===== src/rtl/core/y2argb_queue.sv =====
`timescale 1ns / 1ps
// Small register FIFO carrying block jobs from the front end to the back end.
// Depends on nothing but its parameters.
module y2argb_queue #(
    parameter int WIDTH = 8,
    parameter int DEPTH = 2
) (
    input  logic             clk,
    input  logic             rst_n,
    input  logic             push,
    input  logic [WIDTH-1:0] push_data,
    input  logic             pop,
    output logic [WIDTH-1:0] pop_data,
    output logic             full,
    output logic             empty
);

    localparam int PTR_W = (DEPTH > 1) ? $clog2(DEPTH) : 1;
    localparam int CNT_W = $clog2(DEPTH + 1);

    logic [WIDTH-1:0] entry_reg [DEPTH];
    logic [PTR_W-1:0] wr_ptr_reg, wr_ptr_next;
    logic [PTR_W-1:0] rd_ptr_reg, rd_ptr_next;
    logic [CNT_W-1:0] count_reg, count_next;

    assign full     = (count_reg == CNT_W'(DEPTH));
    assign empty    = (count_reg == '0);
    assign pop_data = entry_reg[rd_ptr_reg];

    always_comb
    begin
        wr_ptr_next = wr_ptr_reg;
        rd_ptr_next = rd_ptr_reg;
        count_next  = count_reg;
        if (push)
        begin
            wr_ptr_next = (wr_ptr_reg == PTR_W'(DEPTH - 1)) ? '0 : wr_ptr_reg + 1'b1;
        end
        if (pop)
        begin
            rd_ptr_next = (rd_ptr_reg == PTR_W'(DEPTH - 1)) ? '0 : rd_ptr_reg + 1'b1;
        end
        if (push && !pop)
        begin
            count_next = count_reg + 1'b1;
        end
        else if (pop && !push)
        begin
            count_next = count_reg - 1'b1;
        end
    end

    always_ff @(posedge clk or negedge rst_n)
    begin
        if (!rst_n)
        begin
            wr_ptr_reg <= '0;
            rd_ptr_reg <= '0;
            count_reg  <= '0;
        end
        else
        begin
            wr_ptr_reg <= wr_ptr_next;
            rd_ptr_reg <= rd_ptr_next;
            count_reg  <= count_next;
        end
    end

    always_ff @(posedge clk)
    begin
        if (push)
        begin
            entry_reg[wr_ptr_reg] <= push_data;
        end
    end

endmodule


===== config.mk =====
export PLATFORM = sky130hd
export DESIGN_NAME = y2argb_queue
export DESIGN_NICKNAME = d
export VERILOG_FILES = /design/src/rtl/core/y2argb_queue.sv
export SDC_FILE = /design/constraint.sdc
export NUM_CORES = 1
export LEC_CHECK = 0
export BUFFER_PORTS_ARGS = -buffer_cell sky130_fd_sc_hd__buf_4
export CAP_MARGIN = 5
export CORE_UTILIZATION = 43
export DETAILED_ROUTE_END_ITERATION = 8
export GPL_TIMING_DRIVEN = 0
export PLACE_DENSITY_LB_ADDON = 0.15
export SETUP_SLACK_MARGIN = 0.5
export SLEW_MARGIN = 20
export SYNTH_ARGS = -nofsm -noshare
export SYNTH_HDL_FRONTEND = slang
export SYNTH_SLANG_ARGS = --single-unit
export TNS_END_PERCENT = 100

===== constraint.sdc =====
create_clock -name clk -period 1.2 [get_ports clk]
set_clock_uncertainty 0.2 [all_clocks]
set_input_delay 0.24 -clock clk [delete_from_list [all_inputs] [get_ports clk]]
set_output_delay 0.24 -clock clk [all_outputs]
set_load 0.005 [all_outputs]

==> flow_metrics.env <==
export IMPL_h_tree_depth=1
export IMPL_fin_crit_sh=1.44
export IMPL_grt_pass1_vias=415
export IMPL_hold_path_class="primary input to flop"
export IMPL_largest_reg_flops=16
export IMPL_cp_arrival_ns=1.29
export IMPL_rsz0062_at_grt="true"
export IMPL_cp_max_fo=4
export IMPL_drive_above_1_share=0.649
export IMPL_grt_pass1_wl_um=1900
export IMPL_cts_sinks=20
export IMPL_totalWireLength_um=1380
export IMPL_p_leak_nw=0.494
export IMPL_worst_slew_margin_rel=0.827
export IMPL_die_width_um=44.3
export IMPL_clkTransAtPathRegs_ns=0.10
export IMPL_maxUsedRoutingLayer="met4"
export IMPL_grt_usage=0.144
export IMPL_avgSynthCellArea_um2=18.8
export IMPL_status="complete, but fails checks"
export IMPL_place_congestion=0.608
export IMPL_crit_type="flop to output port"
export IMPL_ir_worst_vdd_mv=1.42
export IMPL_fin_ws_ns=-0.527
export IMPL_drc_errors=0
export IMPL_finalHoldViolCount=17
export IMPL_syn_inst=41
export IMPL_die_height_um=44.3
export IMPL_placedCellCount=86
export IMPL_drtAntennaViolNets=0
export IMPL_finalMaxSlewViolations=0
export IMPL_tightest_slew_ns=0.259
export IMPL_coreArea_mm2=0.00159
export IMPL_nets=88
export IMPL_yosysWarnings=0
export IMPL_io_buffers=21
export IMPL_layout_cells_non_filler=98
export IMPL_yosys_cell_types_count=12
export IMPL_drt_pass1_iter_count=4
export IMPL_initial_core_util=0.484
export IMPL_pin_count=22
export IMPL_final_core_util=0.735
export IMPL_dr_wl_met2_um=753
export IMPL_cts_buffers=3
export IMPL_worst_hold_slack_ns=-0.0765
export IMPL_clock_latency_ns=0.29
export IMPL_wl_met1_um=555
export IMPL_antenna_found_initial=0
export IMPL_crit_path_start_kind="flop"
export IMPL_clock_tree_root_cell="clkbuf_4"
export IMPL_tritoncts="yes"
export IMPL_synth_area_um2=771
export IMPL_p_per_area_mw_per_mm2=2180
export IMPL_critPathRequiredTime_ns=0.76
export IMPL_drv_cap=0
export IMPL_wl_met3_um=65
export IMPL_violations="hold timing, setup timing"
export IMPL_endpoint_kind="output port"
export IMPL_dp_hpwl_um=823
export IMPL_placed_area_um2=993
export IMPL_wl_per_cell_um=14.1
export IMPL_ys_ff_latch=20
export IMPL_tns_ns=-4.91
export IMPL_clockBufferDepth=2
export IMPL_grt_overflow=0
export IMPL_final_setup_viol_count=19
export IMPL_n_antenna_cell=0
export IMPL_timing_fmax_ghz=0.579
export IMPL_synth_nets=54
export IMPL_yosysSeqAreaShare=0.753
export IMPL_areaGrowthSynthToFinish_pct=51.9
export IMPL_fin_crit_ns=1.73
export IMPL_grt_max_degree=12
export IMPL_hold_buffers=1
export IMPL_num_fill_cells=102
export IMPL_dr_total_vias=460
export IMPL_design_area_mm2=0.00117
export IMPL_avgViaCountPerCell=4.69
export IMPL_power_mw=2.55
export IMPL_rows=14
export IMPL_drt_initial_drc_count=12
export IMPL_fp_dieArea_mm2=0.00197
final timing paths:
check | from | end | slack (ns) | cells after the start
max | rd_ptr_reg | pop_data[2] | -0.53 | 3
min | push_data[1] | entry_reg[0][1] | -0.08 | 1
max reg2reg | count_reg[0] | count_reg[1] | -0.10 | 5
min reg2reg | count_reg[1] | count_reg[1] | 0.33 | 1
max in group asynchronous | rst_n | rd_ptr_reg | 0.62 | 2
min in group asynchronous | rst_n | wr_ptr_reg | 0.08 | 2
metal layers:
metal	up-vias	GRT usage
met1	228	0.179
li1	212	-
met2	18	0.229
met5	-	0
met3	2	0.0286
met4	0	0.0909
power breakdown:
part | switching [mW] | leakage (nW) | internal (mW)
Clock | 0.191 | 0.0150 | 0.129
Combinational | 0.410 | 0.282 | 0.782
Sequential | 0.0968 | 0.197 | 0.943
Total | 0.698 | 0.494 | 1.85
critical path: stages (launching register included):
cell	delay (ns)
dfrtp_1	0.40
buf_6	0.13
mux2_2	0.33
buf_4	0.13
timing repair:
action	CTS	global route
pin swaps	3	1
cloned	0	1
endpoints found under the setup margin	30	30
setup buffers	3	3
resized for setup	5	18
hold endpoints to repair	22	17
cell families after synthesis:
| family | count (synthesis) | synth area share |
|---|---|---|
| mux | 8 | 0.117 |
| buf+inv | 2 | 0.0195 |
| fa+ha+maj | 1 | 0.0162 |
| xor+xnor | 5 | 0.0568 |
| simple gates | 5 | 0.0374 |
| flops | 20 | 0.753 |
cell type report:
| type | count | area [um2] | share of cell area |
|---|---|---|---|
| multi-input combinational | 19 | 238 | 0.203 |
| clock buffer | 4 | 26.3 | 0.0224 |
| sequential | 20 | 581 | 0.496 |
| inverter | 1 | 16.3 | 0.0139 |
| tap | 24 | 30.0 | 0.0256 |
| timing repair buffer | 29 | 269 | 0.230 |
| buffer | 1 | 11.3 | 0.00962 |
layout by cell type, fill, tap and decap left out, types with 2 or more instances in the layout:
master / instances
edfxtp_1: 16
buf_4: 15
buf_6: 14
mux2_4: 6
dfrtp_1: 4
xor2_1: 3
clkbuf_4: 3
mux2_2: 2
stage by stage:
step	worst slack, ns	hold WS, ns
6_report	-0.527	-0.0765
5_1_grt	-0.561	-0.0910
4_1_cts	-0.522	-0.0851
3_5_place_dp	-0.181	-0.162
3_3_place_gp	-0.187	-0.163
2_1_floorplan	-0.0203	-0.256
cell usage after synthesis:
cell	n	area (um2)
nor2b_1	1	6.26
nor2_1	2	7.51
xor2_1	4	35.0
and2_1	1	6.26
inv_1	1	3.75
dfrtp_1	4	100
xnor2_1	1	8.76
ha_1	1	12.5
mux2_2	8	90.1
edfxtp_1	16	480
and2b_2	1	8.76
buf_6	1	11.3
No activity file was read; power rests on OpenSTA's default activity.
