[config.mk]
export PLATFORM = sky130hd
export DESIGN_NAME = y2argb_front
export DESIGN_NICKNAME = d
export VERILOG_FILES = /design/src/rtl/core/y2argb_pkg.sv /design/src/rtl/core/y2argb_front.sv
export SDC_FILE = /design/constraint.sdc
export NUM_CORES = 1
export LEC_CHECK = 0
export BUFFER_PORTS_ARGS = -buffer_cell sky130_fd_sc_hd__buf_2
export CAP_MARGIN = 20
export CORE_MARGIN = 4
export CORE_UTILIZATION = 50
export CTS_CLUSTER_SIZE = 14
export DETAILED_ROUTE_END_ITERATION = 7
export GPL_TIMING_DRIVEN = 0
export HOLD_SLACK_MARGIN = 0.02
export PLACE_DENSITY = 0.71
export SKIP_CTS_REPAIR_TIMING = 1
export SLEW_MARGIN = 20
export SYNTH_ARGS = -nofsm -noshare
export SYNTH_HDL_FRONTEND = slang
export SYNTH_SLANG_ARGS = --single-unit
[constraint.sdc]
create_clock -name clk -period 4.4 [get_ports clk]
set_input_delay 0.22 -clock clk [delete_from_list [all_inputs] [get_ports clk]]
set_output_delay 0.22 -clock clk [all_outputs]
set_load 0.01 [all_outputs]
[src/rtl/core/y2argb_pkg.sv]
`timescale 1ns / 1ps
// Shared types, constants and color math helpers for the YUV420SP to ARGB converter.
// No dependencies; the front end, back end and top level import this package.
package y2argb_pkg;

    localparam int COL_W      = 10;  // pixel column / frame width
    localparam int ROW_W      = 9;   // pixel row / frame height
    localparam int CFG_DATA_W = 10;
    localparam int CFG_IDX_W  = 1;
    localparam int TERM_W     = 10;  // truncated chroma terms
    localparam int PROD_W     = 25;  // coefficient times chroma offset
    localparam int ACC_W      = 26;  // Q14 green accumulator
    localparam int SUM_W      = 12;  // channel value before clamping

    localparam logic [CFG_IDX_W-1:0] CFG_FRAME_WIDTH  = 1'd0;
    localparam logic [CFG_IDX_W-1:0] CFG_FRAME_HEIGHT = 1'd1;

    localparam logic [CFG_DATA_W-1:0] FRAME_WIDTH_RST  = 10'd320;
    localparam logic [ROW_W-1:0]      FRAME_HEIGHT_RST = 9'd240;

    // Q2.14 coefficients
    localparam logic signed [15:0] COEF_R  = 16'sd22458;
    localparam logic signed [15:0] COEF_G1 = 16'sd11436;
    localparam logic signed [15:0] COEF_G2 = 16'sd5532;
    localparam logic signed [15:0] COEF_B  = 16'sd28384;
    localparam int                 Q_FRAC  = 14;

    localparam logic signed [8:0] CHROMA_BIAS = 9'sd128;
    localparam logic [7:0]        ALPHA       = 8'hFF;

    typedef struct packed {
        logic [7:0] frame_byte;
        logic       frame_start;
    } in_item_t;

    typedef struct packed {
        logic [COL_W-1:0] pixel_x;
        logic [ROW_W-1:0] pixel_y;
        logic [31:0]      argb_pixel;
        logic             last_of_block;
        logic             last_of_frame;
    } out_item_t;

    // one 2x2 block to convert
    typedef struct packed {
        logic [COL_W-1:0] col;
        logic [ROW_W-1:0] row;
        logic [7:0]       u;
        logic [7:0]       v;
        logic             frame_end;
    } job_t;

    typedef struct packed {
        logic q_full;
        logic idle;
    } back_status_t;

    // divide by 2^14, truncating toward zero
    function automatic logic signed [SUM_W-1:0] q14_trunc(input logic signed [ACC_W-1:0] val);
        logic signed [ACC_W-1:0] adj;
        adj = val + (val[ACC_W-1] ? ACC_W'((1 << Q_FRAC) - 1) : ACC_W'(0));
        return SUM_W'(adj >>> Q_FRAC);
    endfunction

    function automatic logic [7:0] clamp8(input logic signed [SUM_W-1:0] val);
        logic [7:0] res;
        if (val < 0)
        begin
            res = 8'd0;
        end
        else if (val > SUM_W'(255))
        begin
            res = 8'd255;
        end
        else
        begin
            res = val[7:0];
        end
        return res;
    endfunction

endpackage

[src/rtl/core/y2argb_front.sv]
`timescale 1ns / 1ps
// Front end: config registers, frame position tracking, luma store writes, job issue.
// Depends on y2argb_pkg.
module y2argb_front #(
    parameter int MAX_WIDTH  = 640,
    parameter int MAX_HEIGHT = 480,
    parameter int ADDR_W     = 19
) (
    input  logic                               clk,
    input  logic                               rst_n,
    input  logic                               cfg_wr_en,
    input  logic [y2argb_pkg::CFG_IDX_W-1:0]   cfg_index,
    input  logic [y2argb_pkg::CFG_DATA_W-1:0]  cfg_data,
    input  logic                               byte_valid,
    output logic                               byte_ready,
    input  y2argb_pkg::in_item_t               byte_item,
    input  y2argb_pkg::back_status_t           back_status,
    output logic                               push,
    output y2argb_pkg::job_t                   push_job,
    output logic [ADDR_W-1:0]                  push_base,
    output logic                               ram_we,
    output logic [ADDR_W-1:0]                  ram_waddr,
    output logic [7:0]                         ram_wdata,
    output logic [y2argb_pkg::COL_W-1:0]       frame_w
);

    import y2argb_pkg::*;

    localparam int POS_W = $clog2(MAX_WIDTH * MAX_HEIGHT * 3 / 2 + 1);
    localparam int W_LIM = (MAX_WIDTH > 1023) ? 1023 : MAX_WIDTH;
    localparam int H_LIM = (MAX_HEIGHT > 511) ? 511 : MAX_HEIGHT;
    localparam logic [COL_W-1:0] W_CAP = COL_W'(W_LIM);
    localparam logic [ROW_W-1:0] H_CAP = ROW_W'(H_LIM);

    typedef enum logic [2:0] {
        SYNC_DIMS,
        SYNC_SIZE,
        SYNC_TOTAL,
        SYNC_POS,
        SYNC_DIV,
        RUN
    } state_t;

    state_t              state_reg, state_next;
    logic [COL_W-1:0]    width_cfg_reg, width_cfg_next;
    logic [ROW_W-1:0]    height_cfg_reg, height_cfg_next;
    logic [COL_W-1:0]    w_reg, w_next;
    logic [ROW_W-1:0]    h_reg, h_next;
    logic [POS_W-1:0]    lsize_reg, lsize_next;
    logic [POS_W-1:0]    total_reg, total_next;
    logic [POS_W-1:0]    pos_reg, pos_next;
    logic [POS_W-1:0]    rem_reg, rem_next;
    logic [COL_W-1:0]    col_reg, col_next;
    logic [ROW_W-1:0]    row_reg, row_next;
    logic [ADDR_W-1:0]   base_reg, base_next;
    logic [7:0]          held_u_reg, held_u_next;

    logic [COL_W-1:0]        w_clamp;
    logic [ROW_W-1:0]        h_clamp;
    logic [COL_W+ROW_W-1:0]  area;
    logic [POS_W-1:0]        diff;
    logic [POS_W-1:0]        p_eff;
    logic [POS_W-1:0]        p_inc;
    logic [COL_W-1:0]        col_eff;
    logic [ROW_W-1:0]        row_eff;
    logic [ADDR_W-1:0]       base_eff;
    logic                    is_luma;
    logic                    wrap;
    logic                    accept;

    always_comb
    begin
        if (width_cfg_reg < COL_W'(2))
        begin
            w_clamp = COL_W'(2);
        end
        else if (width_cfg_reg > W_CAP)
        begin
            w_clamp = W_CAP;
        end
        else
        begin
            w_clamp = width_cfg_reg;
        end
        if (height_cfg_reg < ROW_W'(2))
        begin
            h_clamp = ROW_W'(2);
        end
        else if (height_cfg_reg > H_CAP)
        begin
            h_clamp = H_CAP;
        end
        else
        begin
            h_clamp = height_cfg_reg;
        end
    end

    assign area = w_reg * h_reg;
    assign diff = pos_reg - lsize_reg;

    // frame_start restarts the position before the byte is used
    assign p_eff    = byte_item.frame_start ? '0 : pos_reg;
    assign col_eff  = byte_item.frame_start ? '0 : col_reg;
    assign row_eff  = byte_item.frame_start ? '0 : row_reg;
    assign base_eff = byte_item.frame_start ? '0 : base_reg;
    assign is_luma  = (p_eff < lsize_reg);
    assign p_inc    = p_eff + 1'b1;
    assign wrap     = (p_inc >= total_reg);

    // luma writes wait until the back end has drained all reads of the old frame
    assign byte_ready = (state_reg == RUN) && !back_status.q_full &&
                        (!is_luma || back_status.idle);
    assign accept     = byte_valid && byte_ready;

    assign ram_we    = accept && is_luma;
    assign ram_waddr = p_eff[ADDR_W-1:0];
    assign ram_wdata = byte_item.frame_byte;

    assign push                = accept && !is_luma && p_eff[0];
    assign push_job.col        = col_eff;
    assign push_job.row        = row_eff;
    assign push_job.u          = held_u_reg;
    assign push_job.v          = byte_item.frame_byte;
    assign push_job.frame_end  = wrap;
    assign push_base           = base_eff;
    assign frame_w             = w_reg;

    always_comb
    begin
        state_next      = state_reg;
        width_cfg_next  = width_cfg_reg;
        height_cfg_next = height_cfg_reg;
        w_next          = w_reg;
        h_next          = h_reg;
        lsize_next      = lsize_reg;
        total_next      = total_reg;
        pos_next        = pos_reg;
        rem_next        = rem_reg;
        col_next        = col_reg;
        row_next        = row_reg;
        base_next       = base_reg;
        held_u_next     = held_u_reg;

        unique case (state_reg)
            SYNC_DIMS:
            begin
                w_next     = {w_clamp[COL_W-1:1], 1'b0};
                h_next     = {h_clamp[ROW_W-1:1], 1'b0};
                state_next = SYNC_SIZE;
            end
            SYNC_SIZE:
            begin
                lsize_next = POS_W'(area);
                state_next = SYNC_TOTAL;
            end
            SYNC_TOTAL:
            begin
                total_next = lsize_reg + (lsize_reg >> 1);
                state_next = SYNC_POS;
            end
            SYNC_POS:
            begin
                col_next  = '0;
                row_next  = '0;
                base_next = '0;
                if (pos_reg >= total_reg)
                begin
                    pos_next   = '0;
                    state_next = RUN;
                end
                else if (pos_reg < lsize_reg)
                begin
                    state_next = RUN;
                end
                else
                begin
                    rem_next   = {diff[POS_W-1:1], 1'b0};
                    state_next = SYNC_DIV;
                end
            end
            SYNC_DIV:
            begin
                // chroma offset -> block column/row, one pair row per cycle
                if (rem_reg >= POS_W'(w_reg))
                begin
                    rem_next  = rem_reg - POS_W'(w_reg);
                    row_next  = row_reg + ROW_W'(2);
                    base_next = base_reg + ADDR_W'({w_reg, 1'b0});
                end
                else
                begin
                    col_next   = rem_reg[COL_W-1:0];
                    base_next  = base_reg + ADDR_W'(rem_reg);
                    state_next = RUN;
                end
            end
            RUN:
            begin
                if (accept)
                begin
                    col_next  = col_eff;
                    row_next  = row_eff;
                    base_next = base_eff;
                    if (!is_luma && !p_eff[0])
                    begin
                        held_u_next = byte_item.frame_byte;
                    end
                    if (push)
                    begin
                        if (col_eff + COL_W'(2) == w_reg)
                        begin
                            col_next  = '0;
                            row_next  = row_eff + ROW_W'(2);
                            base_next = base_eff + ADDR_W'(2) + ADDR_W'(w_reg);
                        end
                        else
                        begin
                            col_next  = col_eff + COL_W'(2);
                            base_next = base_eff + ADDR_W'(2);
                        end
                    end
                    if (wrap)
                    begin
                        pos_next  = '0;
                        col_next  = '0;
                        row_next  = '0;
                        base_next = '0;
                    end
                    else
                    begin
                        pos_next = p_inc;
                    end
                end
            end
            default:
            begin
                state_next = SYNC_DIMS;
            end
        endcase

        if (cfg_wr_en)
        begin
            unique case (cfg_index)
                CFG_FRAME_WIDTH:  width_cfg_next  = cfg_data;
                CFG_FRAME_HEIGHT: height_cfg_next = cfg_data[ROW_W-1:0];
                default:          ;
            endcase
            state_next = SYNC_DIMS;
        end
    end

    always_ff @(posedge clk or negedge rst_n)
    begin
        if (!rst_n)
        begin
            state_reg      <= SYNC_DIMS;
            width_cfg_reg  <= FRAME_WIDTH_RST;
            height_cfg_reg <= FRAME_HEIGHT_RST;
            w_reg          <= '0;
            h_reg          <= '0;
            lsize_reg      <= '0;
            total_reg      <= '0;
            pos_reg        <= '0;
            rem_reg        <= '0;
            col_reg        <= '0;
            row_reg        <= '0;
            base_reg       <= '0;
            held_u_reg     <= '0;
        end
        else
        begin
            state_reg      <= state_next;
            width_cfg_reg  <= width_cfg_next;
            height_cfg_reg <= height_cfg_next;
            w_reg          <= w_next;
            h_reg          <= h_next;
            lsize_reg      <= lsize_next;
            total_reg      <= total_next;
            pos_reg        <= pos_next;
            rem_reg        <= rem_next;
            col_reg        <= col_next;
            row_reg        <= row_next;
            base_reg       <= base_next;
            held_u_reg     <= held_u_next;
        end
    end

endmodule

==> results of run 1 <==
## through the flow
| stage | total power (W) | utilization | worst slack, ns | hold slack, ns |
|---|---|---|---|---|
| 3_5_place_dp | 0.00967 | 0.553 | -1.94 | 0.261 |
| 2_1_floorplan | 0.00773 | - | -0.0364 | -0.0756 |
| 5_1_grt | 0.0134 | 0.606 | -0.257 | 0.0238 |
| 4_1_cts | 0.0114 | 0.574 | -1.54 | -0.217 |
| 6_report | 0.0124 | 0.606 | -0.0756 | 0.0253 |
| 3_3_place_gp | 0.00946 | 0.551 | -1.90 | 0.457 |
## cells in the mapped netlist, types with 5 or more instances
cell      number  area share
fa_1          47       0.059
and3_1        15      0.0059
inv_1        132       0.031
a22oi_1       16      0.0076
or2_2          5      0.0020
ha_1         168        0.13
o21a_1        14      0.0066
nand2_1      206       0.049
xor2_1        54       0.030
buf_2          9      0.0028
a211o_1       10      0.0055
mux2i_1        8      0.0051
xnor2_1       56       0.031
nand4b_1       5      0.0028
dfstp_2        6       0.010
o21ai_0      150       0.047
or3_1         16      0.0063
a21boi_0       7      0.0033
nor2b_1       65       0.026
clkbuf_1      56       0.013
a211oi_1      16      0.0076
nand4_1       26       0.010
nor4_1        12      0.0047
a21oi_1       94       0.030
mux2_2        39       0.028
a21o_1        26       0.012
nand3_1       45       0.014
o22ai_1        9      0.0036
o31ai_1       14      0.0066
nor2_1       109       0.026
a31o_2         6      0.0033
a31oi_1       15      0.0059
and4_1        10      0.0055
o211ai_1      16      0.0076
nand3b_1       7      0.0033
a22o_1         6      0.0033
nor3_1        47       0.015
nand2b_1      36       0.014
and2_1        72       0.028
buf_4         20      0.0095
dfrtp_1      150        0.24
## worst max-delay path by stage
stage / startpoint / end / cells past startpoint
after floorplan: byte_item[0] / base_reg[12] / 26
after global placement: byte_item[0] / base_reg[0] / 26
after detailed placement: byte_item[0] / row_reg[0] / 26
after CTS: byte_item[0] / row_reg[0] / 26
after global routing: frame_w[4] / lsize_reg[18] / 16
final: frame_w[4] / lsize_reg[18] / 16
## area by class of cell
cell class | instances | area [um2] | area share
tap | 396 | 495 | 0.0264
inverter | 135 | 507 | 0.0270
timing repair buffer | 180 | 1170 | 0.0624
sequential | 156 | 3930 | 0.210
multi-input combinational | 1522 | 11400 | 0.609
buffer | 85 | 592 | 0.0316
clock inverter | 15 | 206 | 0.0110
clock buffer | 17 | 425 | 0.0227
## power groups by stage
stage | registers [W] | logic [W] | clock network, W
finish | 0.00242 | 0.00837 | 0.00161
global route | 0.00245 | 0.00931 | 0.00168
CTS | 0.00243 | 0.00735 | 0.00162
detailed placement | 0.00246 | 0.00721 | 0
global placement | 0.00245 | 0.00701 | 0
floorplan | 0.00219 | 0.00554 | 0
## cells by family (layout without fill, tap and decap cells)
| logic type | count (synthesis) | in the layout | share of synthesized area |
|---|---|---|---|
| adder cells (fa/ha/maj) | 216 | 216 | 0.193 |
| AO/OA/AOI/OAI | 448 | 448 | 0.179 |
| other | 1 | 1 | 0.000237 |
| AND/OR/NAND/NOR | 698 | 698 | 0.226 |
| buffers and inverters | 222 | 432 | 0.0581 |
| multiplexers | 47 | 47 | 0.0328 |
| XOR/XNOR | 112 | 112 | 0.0637 |
| flip-flops | 156 | 156 | 0.247 |
## layer usage
layer / global-route usage / routed length, um / up-vias
li1: - / - / 7085
met1: 0.386 / 21800 / 7405
met2: 0.470 / 24400 / 558
met3: 0.0451 / 3390 / 106
met4: 0.0965 / 1310 / 0
met5: 0 / 0 / -
## critical path: stages (launching register included)
cell and delay (ns):
dfrtp_2 0.45, buf_6 0.15, and2_4 0.15, fa_1 0.55, fa_1 0.43, fa_1 0.51
inv_1 0.05, fa_1 0.51, inv_2 0.06, ha_4 0.24, nor2_2 0.16, a211oi_2 0.06
a41o_1 0.29, o41ai_4 0.26, o21ai_1 0.14, xnor2_1 0.23, o21ai_1 0.11
==> impl.org, run 1 <==
** Synth
- Syn Inst Count :: 1,900
- Async set or reset register ratio after synthesis :: 1.00
- In the synthesized netlist the dominant register cell turns out to be dfrtp_1.
- Yosys mapped a number of flops with a built-in enable equal to 0.
- After synthesis, the mean cell area works out to 8.33 um2.
- The synthesized netlist occupies a cell area of 0.0158 mm2.
- The synthesized design contains 156 register bits.
- The share of the Yosys chip area taken by registers is 0.247.
- Synthesis produced a netlist with a net count of 2,141.
- Number of distinct library cells after synthesis :: 84
- Number of warning messages in the yosys log :: 0

** Clocking
- TritonCTS built the clock tree.
- Root Driver :: clkbuf_16
- Maximum buffer depth of the clock tree :: 2
- Number of sinks handled by clock tree synthesis :: 156
- At the later pin of the worst-skew pair, clock insertion delay measures 0.45 ns.
- The H-tree generated during clock tree synthesis spans 4 levels.
- Worst-path clk slew :: 0.08 ns
- TritonCTS created 17 clock buffers.

** Status
- The checks that failed: negative setup slack.
- The run finished, with violations left.

** Pwr
- Across the VDD grid, the largest voltage drop is 0.912 mV.
- The analysis attributes to net switching a power of 0.00608 W.
- Register share of total power :: 0.195
- Power density normalized to cell area :: 661 mW/mm2
- Of the total power, the share spent switching nets is 0.491.
- Portion of total power attributed to combinational logic :: 0.675
- Clock share of power :: 0.130
- Internal power comes to 0.00631 W.
- Summed over all cells, the static leakage comes to 9.01 nW.

** Critical path
- Critical register-to-register path endpoint :: lsize_reg[18]
- The setup path with the least slack is of type reg -> reg.
- Type of element launching the critical path :: flop
- Critical path arrival :: 4.80 ns
- STA classifies the critical path endpoint as a flop.
- Crit Path Max Fanout :: 5
- At the worst endpoint, the required time is 4.72 ns.
- R2r setup slk :: -0.08 ns
- The startpoint identified for the worst register-to-register timing path is frame_w[4].
- Logic depth of the worst register-to-register path :: 16

** Floorplanning
- The floorplan step defined a core boundary enclosing 0.0309 mm2.
- The initial utilization of the core area, before any placement, comes to 0.512.
- Die height :: 186 um
- I/O Pins :: 121
- The floorplan has 64 rows.
- Total die area :: 0.0346 mm2
- The floorplan step set the die width to 186 um.

** Min path
- Min-Delay Startpoint :: cfg_data[5]
- Type of the worst min-delay path :: in -> reg
- Along the worst hold path, the cell count comes to 2.
- For hold timing, the worst endpoint is width_cfg_reg[5].

** Drt
- For this block, the via count after detailed routing is 15,154.
- Post-route DRC violation count :: 0
- TritonRoute pass-1 iters :: 5
- Antenna Nets Post-Route :: 0
- Using the TritonRoute via totals, the vias-per-cell ratio works out to 6.05.
- In the final routed layout, each cell accounts on average for 20.3 um.
- Violation count after the first detailed-routing iteration :: 1,245
- Final WL :: 50,900 um

** Placed design
- Routability-driven placement finished with a final weighted congestion of 0.936.
- Post-placement cell count :: 2,417
- Placed Instance Area :: 0.0171 mm2
- Buffers placed on the I/O ports in this run total 119.
- Detailed Place HPWL :: 38,500 um

** STA
- Setup-violating endpoint count in the final report :: 2
- The worst pin sits at a relative slew slack of 0.366.
- Final critical-path setup slack :: -0.0756 ns
- In the finished design, the share of the clock period the worst path needs comes to 1.02.
- The count of endpoints failing hold in the final timing report was 0.
- At the pin with the least slew margin, the transition time is 0.951 ns.
- RSZ-0062 raised after global routing :: true
- The number of max-slew violations in the final report came to 0.
- Setup total negative slack on the finished layout was measured at -0.128 ns.
- Clock skew :: 0.0148 ns
- Subtracting the final worst setup slack from the clock period gives 4.48 ns.
- Static timing analysis puts the maximum clock frequency at 0.223 GHz.

** Final layout
- At the end of the flow, the number of nets in the layout was 2,338.
- Layout cell share with drive strength beyond 1 :: 0.192
- Once layout is done, the placed cells without fillers occupy 0.0187 mm2.
- # fillers :: 2,659
- The repair_antennas step left the layout with diodes totalling 0.
- Most frequent cells in the layout :: nand2_1 (200), ha_1 (160), o21ai_0 (136)
- Final standard cell count with taps included and fillers excluded :: 2,506
- The library cell used most frequently in the layout, excluding fill and tap cells, is nand2_1.
- Synth-to-Final Area Change :: 18.4%

** Run
- Number of max-cap violations :: 0

** GRT
- The via count of the first global-routing pass is 14,599.
- Overflow left after global routing :: 0
- Overall routing resource usage :: 0.286
- Antenna violations before repair :: 0
- The first global-routing pass estimated 78,100 um of wire.
- Pin count of the biggest net entering global routing :: 82
No activity file was read; power rests on OpenSTA's default activity.
==> run 2: changes to the inputs <==
==> constraint.sdc (replaced) <==
create_clock -name clk -period 3.95 [get_ports clk]
set_input_delay 0.1975 -clock clk [delete_from_list [all_inputs] [get_ports clk]]
set_output_delay 0.1975 -clock clk [all_outputs]
set_load 0.01 [all_outputs]
==> run 2 against run 1 <==
Against the previous run:
- the run still ends with negative setup slack left
- wire length down 0.14%
- critical path depth increased by 1
- sequential power increased by 12%
- sequential share of layout area decreased by 0.71 points
- non-clock buffer count rose by 27
- via count rose by 0.66%
- flip-flop and latch count unchanged
- critical path type unchanged
- critical endpoint is now lsize_reg[17]
- largest cell class unchanged
- largest power group unchanged
==> impl.org, run 2 (synthesis gave the netlist of run 1 again) <==
** Clocking
- The cell sitting at the root of the clock tree is a clkbuf_16.
- Counting the buffers created by CTS gives 17.
- The H-tree was split into 4 levels.
- The longest clock path from root to sink contains 2 buffers.
- At the later pin of the worst-skew pair, clock insertion delay measures 0.46 ns.
- Number of sinks handled by clock tree synthesis :: 156
- CTS tree :: yes
- Clock-pin slew was measured on the worst setup and hold paths at 0.07 ns.

** Final layout
- Post-route standard cell area excluding fillers :: 0.0194 mm2
- Fin nets :: 2,365
- Most common cell after layout, fill and taps aside :: nand2_1
- 0 antenna diodes ended up in the layout.
- In the final layout, the multi-input gates occupy 0.0118 mm2.
- In the final layout, the share of cells above drive strength 1 is 0.225.
- Leaving out fill and tap cells, the most frequent cells in the layout are nand2_1 (183), ha_1 (159), dfrtp_1 (132).
- Storage cell area :: 0.00394 mm2
- Compared with the post-synthesis result, the final layout area differs by 22.7%.
- The layout has 2,575 filler cells.

** Pwr
- Summed over all nets, the switching power comes to 0.00657 W.
- After layout, the design draws a total of 0.0135 W.
- The share of total power dissipated in the clock network is 0.122.
- The share of total power dissipated in combinational logic is 0.678.
- Internal Pwr Total :: 0.00697 W
- Summed over all cells, the static leakage comes to 9.38 nW.
- The share of total power dissipated in sequential elements is 0.200.
- Across the VDD grid, the largest voltage drop is 1.40 mV.
- Power density normalized to cell area :: 697 mW/mm2
- Of the total power, the share spent switching nets is 0.485.

** Status
- The run finished, with violations left.
- The final reports fail on negative setup slack.

** Critical path
- Setup crit end kind :: flop
- Data on the critical path is required at its endpoint by 4.28 ns.
- R2r setup slk :: -0.39 ns
- By startpoint and endpoint, the worst setup path is classified as reg -> reg.
- Highest cell delay on the worst timing path :: 0.53 ns
- Type of element launching the critical path :: flop
- Walking the worst path, the cells encountered are buf_8 -> nand2_4 -> fa_1 -> fa_1 -> inv_2 -> fa_1 -> inv_1 -> fa_1 -> inv_2 -> ha_4 -> a21boi_4 -> o21ai_2 -> a21oi_2 -> a41o_1 -> o41a_1 -> xnor2_1 -> o21ai_1.
- Logic depth of the worst register-to-register path :: 17
- Along the worst path, the maximum fanout reaches 5.
- Critical register-to-register path endpoint :: lsize_reg[17]
- Critical path arrival :: 4.67 ns
- On the critical path, the stage with the largest delay is an instance of fa_1.
- Kind of cell adding the most delay to the critical path :: adder cells
- The startpoint identified for the worst register-to-register timing path is frame_w[2].
- Count of buffering cells on the critical path with inverters included :: 4
- Counting stages on the worst path, the most repeated cell is fa_1.

** Run
- The tool flagged a number of max-cap violations equal to 0.

** Min path
- Min-Delay Startpoint :: cfg_data[8]
- For hold timing, the worst endpoint is height_cfg_reg[8].
- Number of cells traversed by the worst hold path :: 2
- Type of the worst min-delay path :: in -> reg

** STA
- Final critical-path setup slack :: -0.395 ns
- RSZ-0062 raised after global routing :: true
- Max Transition Viols Final :: 0
- Worst-Margin Slew :: 0.881 ns
- In the final timing run, aggregate negative setup slack is -8.92 ns.
- Setup-violating endpoint count in the final report :: 59
- Headroom to the max-slew limit came out at 0.413.
- On the final layout, the worst clock skew is 0.0133 ns.
- Derived from the worst setup path, the maximum achievable clock frequency is 0.230 GHz.
- Final hold slack :: 0.0239 ns
- The count of endpoints failing hold in the final timing report came to 0.
- Minimum clock period after layout :: 4.34 ns
- Of the available clock period, the critical path in the final layout requires 1.10.

** Drt
- Wire per inst :: 20.1 um
- TritonRoute pass-1 iters :: 5
- Post-route DRC violation count :: 0
- Violation count after the first detailed-routing iteration :: 1,228
- Detailed-route via count :: 15,254
- The count of nets left with antenna violations once routing finished came out at 0.
- Final WL :: 50,800 um
- Via density per instance :: 6.02

** Placed design
- Worst slack after detailed placement :: -1.73 ns
- Number of buffers added on ports :: 119
- At the end of routability-driven placement, the weighted congestion stood at 0.936.
- Placed Instance Area :: 0.0174 mm2
- Detailed Place HPWL :: 37,900 um

** Floorplanning
- The die is 186 um wide.
- Core outline area :: 0.0309 mm2
- The die covers 0.0346 mm2.
- I/O Pins :: 121
- The floorplan step set the die height to 186 um.
- Floorplan row count :: 64
- For this configuration, the core starts out at a cell density of 0.512.

** GRT
- First-pass GRT wire length :: 77,700 um
- Number of global-route vias before repair :: 14,284
- Overflow left after global routing :: 0
- Pin count of the biggest net entering global routing :: 94
- Overall routing resource usage :: 0.284
- Antenna violations before repair :: 0
-- run 2: changes by cell type in the layout (fill, tap and decap cells not counted), moves of 4 or more --
cell           delta
nor2b_1           -5
nand2_4           +9
nand2_1          -17
clkinv_8          -7
o21ai_2          +24
o21ai_1           +8
o21ai_0          -33
a22oi_2           +5
inv_6             +4
nand2_2           +8
inv_2             -4
a22oi_1           -5
dlygate4sd3_1    +14
buf_12            +4
-- run 2: layout make-up --
cell class,instances,area share
multi-input cells,1522,0.606
inverters,135,0.0262
clock inverters,13,0.00632
plain buffers,83,0.0301
flip-flops and latches,156,0.203
repair buffers,209,0.0798
well taps,396,0.0255
clock buffers,19,0.0228
-- run 2: how the worst max path moves through the flow --
stage                                to    startpoint  slack (ns)  depth (start not counted)
after floorplan           lsize_reg[17]    frame_w[2]       -0.32                         17
after global placement     base_reg[12]  byte_item[0]       -1.63                         27
after detailed placement   base_reg[10]  byte_item[0]       -1.73                         20
after CTS                  base_reg[10]  byte_item[0]       -1.29                         20
after global routing      lsize_reg[18]    frame_w[5]       -0.56                         16
final                     lsize_reg[17]    frame_w[2]       -0.39                         17
-- run 2: stage by stage --
| step | util | instances |
|---|---|---|
| after floorplan | - | 1900 |
| after global placement | 0.560 | 2415 |
| after detailed placement | 0.562 | 2416 |
| after CTS | 0.580 | 2448 |
| after global routing | 0.628 | 2533 |
| final | 0.628 | 2533 |
-- run 2: power groups by stage --
stage | logic (W) | clock network, W | registers (W)
after floorplan | 0.00652 | 0 | 0.00244
after global placement | 0.00821 | 0 | 0.00274
after detailed placement | 0.00834 | 0 | 0.00276
after CTS | 0.00841 | 0.00167 | 0.00273
after global routing | 0.0103 | 0.00175 | 0.00277
final | 0.00918 | 0.00165 | 0.00271
-- run 2: worst register-to-register path, cell delays in order, from the launching register on --
cell      delay (ns)
dfrtp_2         0.44
buf_8           0.14
nand2_4         0.05
fa_1            0.50
fa_1            0.53
inv_2           0.04
fa_1            0.53
inv_1           0.05
fa_1            0.49
inv_2           0.05
ha_4            0.25
a21boi_4        0.14
o21ai_2         0.15
a21oi_2         0.09
a41o_1          0.20
o41a_1          0.32
xnor2_1         0.18
o21ai_1         0.07
-- run 2: layer usage --
metal	vias up	wire length, um	track usage
li1	7142	-	-
met1	7499	22200	0.391
met2	526	24300	0.462
met3	87	3060	0.0500
met4	0	1260	0.0772
met5	-	0	0
